$ cat src/hw/rtl/sbi_pkg.sv
`default_nettype none
package sbi_pkg;

  // default coordinate width (Q16.16)
  localparam int COORD_WIDTH_DEF = 32;

  // half extent after reset: 1.0 in Q16.16
  localparam int HALF_RESET = 65536;

  // register indexes
  localparam logic [2:0] REG_CENTER_X = 3'd0;
  localparam logic [2:0] REG_CENTER_Y = 3'd1;
  localparam logic [2:0] REG_CENTER_Z = 3'd2;
  localparam logic [2:0] REG_HALF_X   = 3'd3;
  localparam logic [2:0] REG_HALF_Y   = 3'd4;
  localparam logic [2:0] REG_HALF_Z   = 3'd5;

  // wall codes
  localparam logic [2:0] WALL_NEG_X = 3'd0;
  localparam logic [2:0] WALL_NEG_Y = 3'd1;
  localparam logic [2:0] WALL_NEG_Z = 3'd2;
  localparam logic [2:0] WALL_POS_X = 3'd3;
  localparam logic [2:0] WALL_POS_Y = 3'd4;
  localparam logic [2:0] WALL_POS_Z = 3'd5;

endpackage
`default_nettype wire

$ cat src/hw/rtl/sbi_udiv.sv
`default_nettype none
// Pipelined restoring divider, one quotient bit per stage.
// Expects num < den * 2**W so the quotient fits W bits.
module sbi_udiv #(
  parameter int W = sbi_pkg::COORD_WIDTH_DEF
) (
  input  wire logic           clk,
  input  wire logic [W-1:0]   ld,
  input  wire logic [2*W-1:0] num,
  input  wire logic [W-1:0]   den,
  output logic      [W-1:0]   quo
);

  logic [W-1:0] rem [W];
  logic [W-1:0] lq  [W];
  logic [W-1:0] dv  [W];

  for (genvar k = 0; k < W; k++) begin : g_step
    logic [W-1:0] pr, plq, pd;
    logic [W:0]   t, diff;
    logic         ge;

    // previous partial remainder, or the upper numerator half on entry
    if (k == 0) begin : g_first
      assign pr  = num[2*W-1:W];
      assign plq = num[W-1:0];
      assign pd  = den;
    end else begin : g_next
      assign pr  = rem[k-1];
      assign plq = lq[k-1];
      assign pd  = dv[k-1];
    end

    // shift in one bit, compare and subtract
    always_comb begin
      t    = {pr, plq[W-1]};
      diff = t - {1'b0, pd};
      ge   = (t >= {1'b0, pd});
    end

    always_ff @(posedge clk) begin
      if (ld[k]) begin
        rem[k] <= ge ? diff[W-1:0] : t[W-1:0];
        lq[k]  <= {plq[W-2:0], ge};
        dv[k]  <= pd;
      end
    end
  end

  assign quo = lq[W-1];

endmodule
`default_nettype wire

$ cat config.mk
export PLATFORM = sky130hd
export DESIGN_NAME = sbi_udiv
export DESIGN_NICKNAME = d
export VERILOG_FILES = /design/src/hw/rtl/sbi_pkg.sv /design/src/hw/rtl/sbi_udiv.sv
export SDC_FILE = /design/constraint.sdc
export NUM_CORES = 2
export LEC_CHECK = 0
export BUFFER_PORTS_ARGS = -buffer_cell sky130_fd_sc_hd__buf_2
export CAP_MARGIN = 30
export CORE_MARGIN = 1
export CORE_UTILIZATION = 64
export DETAILED_ROUTE_END_ITERATION = 6
export GPL_ROUTABILITY_DRIVEN = 0
export PLACE_DENSITY = 0.86
export SLEW_MARGIN = 10
export SYNTH_ARGS = -nofsm -noshare
export SYNTH_HDL_FRONTEND = slang
export SYNTH_SLANG_ARGS = --single-unit
$ cat constraint.sdc
create_clock -name clk -period 5.1 [get_ports clk]
set_input_delay 0 -clock clk [delete_from_list [all_inputs] [get_ports clk]]
set_output_delay 0 -clock clk [all_outputs]
set_load 0.01 [all_outputs]
==> metrics.md, run 1 <==
| Metric | Value |
|---|---|
| Cells after synthesis | `12.9k` |
| Synth Cell Area | `0.156 sq mm` |
| Prevailing post-synth register cell | `edfxtp_1` |
| Syn nets | `14.1k` |
| Tool error | `[ERROR GRT-0116] Global routing finished with congestion. Check the congestion regions in the DRC Viewer.` |
| Cell Area, Placed | `0.160 sq mm` |
| Detailed Place HPWL | `264,000 um` |
| Seq cells post-synth | `3,008` |
| Asr flop ratio synth | `0%` |
| Post-CTS Setup Inserts | `0` |
| Failed at | `global routing` |
| Die Y-Extent | `495 um` |
| CTS Buffer Depth | `4` |
| Seq/Total Area, Yosys | `58.1%` |
| GR Overflow Total | `2` |
| Cell variety after synth | `96` |
| Clock Tree Root | `clkbuf_16` |
| H-tree depth | `5` |
| CTS Buf Count | `320` |
| Pin count of the biggest net entering global routing | `87` |
| Yosys top cell area share | `58.1%` |
| Leading area contributor after synthesis | `edfxtp_1` |
| All-Layer GR Usage | `30.4%` |
| Initial Util | `64.5%` |
| Status | `did not finish` |
| Vias in the first global route | `115k` |
| First-pass GRT wire length | `586,000 um` |
| Die Wd | `495 um` |
| Number of synthesized flops with an enable pin | `3,008` |
| Top post-synthesis cells by area | `edfxtp_1 (58%), ha_1 (8.2%), inv_1 (3.0%)` |
| Clock sink count | `3,008` |
| Synth warn | `0` |
| Top cells by count, synth | `edfxtp_1 (3,008), inv_1 (1,258), ha_1 (1,024)` |
| Syn Area/Cell | `12.1 sq um` |
| Ports | `161` |
| Rows | `180` |
| Most common cell in the netlist | `edfxtp_1` |
| PortBufs | `160` |
==> routing by layer <==
layer  GRT usage [%]  overflow
met4            18.9         2
met3            6.30         0
met2            50.7         0
met5           0.391         0
met1            36.1         0
==> what timing repair did <==
action	4_1_cts
endpoints found under the hold margin	1660
gates resized for setup	0
hold buffers	269
==> stage by stage <==
stage,instances,worst slack (ps),utilization (%)
after floorplan,12900,1600,-
after global placement,16000,913,66.4
after CTS,16900,606,71.7
after detailed placement,16000,761,66.4
==> kinds of logic after synthesis <==
| family | Yosys count | share of synthesized area (%) |
|---|---|---|
| buf+inv | 1562 | 3.82 |
| flops | 3008 | 58.1 |
| fa+ha+maj | 1055 | 8.64 |
| compound gates | 3380 | 13.7 |
| simple gates | 2681 | 8.26 |
| mux | 412 | 3.02 |
| xor+xnor | 803 | 4.52 |
==> run 2, diff against run 1 <==
CORE_UTILIZATION = 40   (was 64)
PLACE_DENSITY = not set   (was 0.86)
PLACE_DENSITY_LB_ADDON = 0.15   (was not set)
==> run 2 against run 1 <==
The flow now finishes without violations; synthesized cell count unchanged; area after synthesis unchanged.
==> metrics.md, run 2 <==
| Metric | Value |
|---|---|
| Status | `complete, no violations` |
| Syn nets | `14.1k` |
| Largest register by flop count | `lq` |
| CTS tree | `built` |
| Post-Route WL | `375,000 um` |
| Syn Area/Cell | `12.1 sq um` |
| All-Layer GR Usage | `18.6%` |
| Antenna-violating nets left | `0` |
| Pin count of the biggest net entering global routing | `65` |
| Max reg flops | `1,024` |
| Detailed Place HPWL | `282,000 um` |
| Pre-CTS setup slack | `771 ps` |
| Vias per cell | `5.38` |
| Most common cell after layout, fill and taps aside | `edfxtp_1` |
| RSZ-0062 raised after global routing | `no` |
| Worst Hold Class | `in -> reg` |
| Cell variety after synth | `96` |
| Die Wd | `626 um` |
| Max transition margin | `36.7%` |
| Ports | `161` |
| Number of synthesized flops with an enable pin | `3,008` |
| Final Non-Filler Cells | `18.9k` |
| Core area | `0.386 sq mm` |
| Design Power | `112 mW` |
| Clock sink count | `3,008` |
| Fmax | `0.226 GHz` |
| GR Overflow Total | `0` |
| Critical Path, Cell by Cell | `inv_1 > ha_1 > nor2b_1 > o31a_1 > o31ai_1 > nor4b_1 > nor3_1 > nor3_1 > o21ai_1 > a211oi_2 > o21a_1 > buf_4 > mux2_2` |
| Setup Total Neg Slack | `0 ps` |
| Cells after synthesis | `12.9k` |
| Drt first-iter violations | `8,838` |
| CP Launch Type | `flip-flop` |
| Slowest CP cell | `nor4b_1` |
| Maxcap violations | `0` |
| Fin util | `45.6%` |
| Seq/Total Area, Yosys | `58.1%` |
| Max Slew Vio Count | `0` |
| Layout area overhead | `13.3%` |
| Initial antenna violation count | `16` |
| Final Hold Fails | `0` |
| Top flop regs | `lq: 1024 flops, dv: 992 flops, rem: 992 flops` |
| Minimum clock period | `4430 ps` |
| Die Y-Extent | `626 um` |
| CTS Buf Count | `340` |
| Cell Area, Placed | `0.163 sq mm` |
| Final period util | `86.9%` |
| WHS | `99.4 ps` |
| Vias in the first global route | `99.1k` |
| Prevailing post-synth register cell | `edfxtp_1` |
| Synth Cell Area | `0.156 sq mm` |
| Setup CP Type | `reg -> reg` |
| Commonest cells after routing, fill and taps aside | `edfxtp_1 (3,008), inv_1 (1,258), ha_1 (1,024)` |
| First-pass GRT wire length | `576,000 um` |
| Die area | `0.391 sq mm` |
| Fin worst setup slack | `666 ps` |
| Cells after DPL | `18.0k` |
| Design Area, Final | `0.176 sq mm` |
| Top post-synthesis cells by area | `edfxtp_1 (58%), ha_1 (8.2%), inv_1 (3.0%)` |
| Yosys top cell area share | `58.1%` |
| Post-CTS Setup Inserts | `0` |
| Seq cells post-synth | `3,008` |
| Asr flop ratio synth | `0%` |
| Synth warn | `0` |
| Most common cell in the netlist | `edfxtp_1` |
| Slowest Stage Delay on Critical Path | `600 ps` |
| Worst-path clk slew | `60 ps` |
| Layout cells sized above 1 | `8.94%` |
| Via Count | `102k` |
| Maximum fanout along the worst path | `32` |
| Crit end category | `flip-flop` |
| Clock Tree Root | `clkbuf_16` |
| Kind of cell adding the most delay to the critical path | `simple AND/OR/NAND/NOR gates` |
| Cell Pwr Density | `634 mW/mm^2` |
| Setup violations, final | `0` |
| Maximum VDD drop | `297 uV` |
| PortBufs | `160` |
| Leakage power | `70.3 nW` |
| Slew of the pin with the lowest slew margin | `940 ps` |
| Rows | `228` |
| CTS Hold Bufs | `267` |
| Worst Path Buf+Inv | `2` |
| Wirelength per Cell | `19.8 um` |
| CP most frequent cell | `nor3_1` |
| H-tree depth | `5` |
| Top cells by count, synth | `edfxtp_1 (3,008), inv_1 (1,258), ha_1 (1,024)` |
| CTS Buffer Depth | `4` |
| Pre-antenna DRT Iters | `7` |
| Fin nets | `14.7k` |
| Cts repair resizes | `0` |
| Initial Util | `40.3%` |
| Clk_skew | `65.2 ps` |
| CP Data Arrival Time | `5120 ps` |
| Leading area contributor after synthesis | `edfxtp_1` |
| Worst EP required | `5780 ps` |
| Skew-Pair Late Insertion Delay | `950 ps` |
| DRC Markers | `0` |
## run 2: cell counts after synthesis
No cell type changed its count.
## run 2: cell families after synthesis
group | Yosys count | synth area share [%]
adder cells (fa/ha/maj) | 1055 | 8.64
AND/OR/NAND/NOR | 2681 | 8.26
buffers and inverters | 1562 | 3.82
XOR/XNOR | 803 | 4.52
flip-flops | 3008 | 58.1
multiplexers | 412 | 3.02
AO/OA/AOI/OAI | 3380 | 13.7
## run 2: area by class of cell
| class | count | area, sq um |
|---|---|---|
| Multi-Input combinational cell | 8331 | 59500 |
| Timing Repair Buffer | 523 | 4420 |
| Antenna cell | 3 | 7.51 |
| Clock inverter | 198 | 1950 |
| Clock buffer | 417 | 8840 |
| Tap cell | 5175 | 6470 |
| Sequential cell | 3008 | 90300 |
| Fill cell | 34800 | 210000 |
| Inverter | 1262 | 4740 |
## run 2: worst reg2reg max path, stage by stage, from the launching register on
cell,delay [ps]
edfxtp_1,430
inv_1,80
ha_1,230
nor2b_1,150
o31a_1,280
o31ai_1,230
nor4b_1,600
nor3_1,140
nor3_1,450
o21ai_1,200
a211oi_2,380
o21a_1,180
buf_4,390
mux2_2,430
## run 2: final timing paths
path	endpoint	slack, ps	from	cells past startpoint
min	lq[0][456]	100	ld[14]	2
max reg2reg	rem[1][79]	670	dv[1][33]	13
min reg2reg	lq[0][402]	360	lq[0][369]	0
max	rem[1][79]	670	dv[1][33]	13
## run 2: per-layer routing
metal	wire length, um	track usage, %	vias to the layer above	part of all wire, %
met5	13	0	-	0.0035
met4	9620	4.95	2	2.6
met3	20700	2.48	587	5.5
met2	176000	30.9	2898	47
met1	169000	25.7	49400	45
li1	-	-	48900	-
## run 2: where the power goes
group,internal (mW),switching [mW]
clock,13.7,10.2
combinational,21.0,27.4
sequential,35.8,3.64
total,70.5,41.2
(Power assumes the default switching activity.)
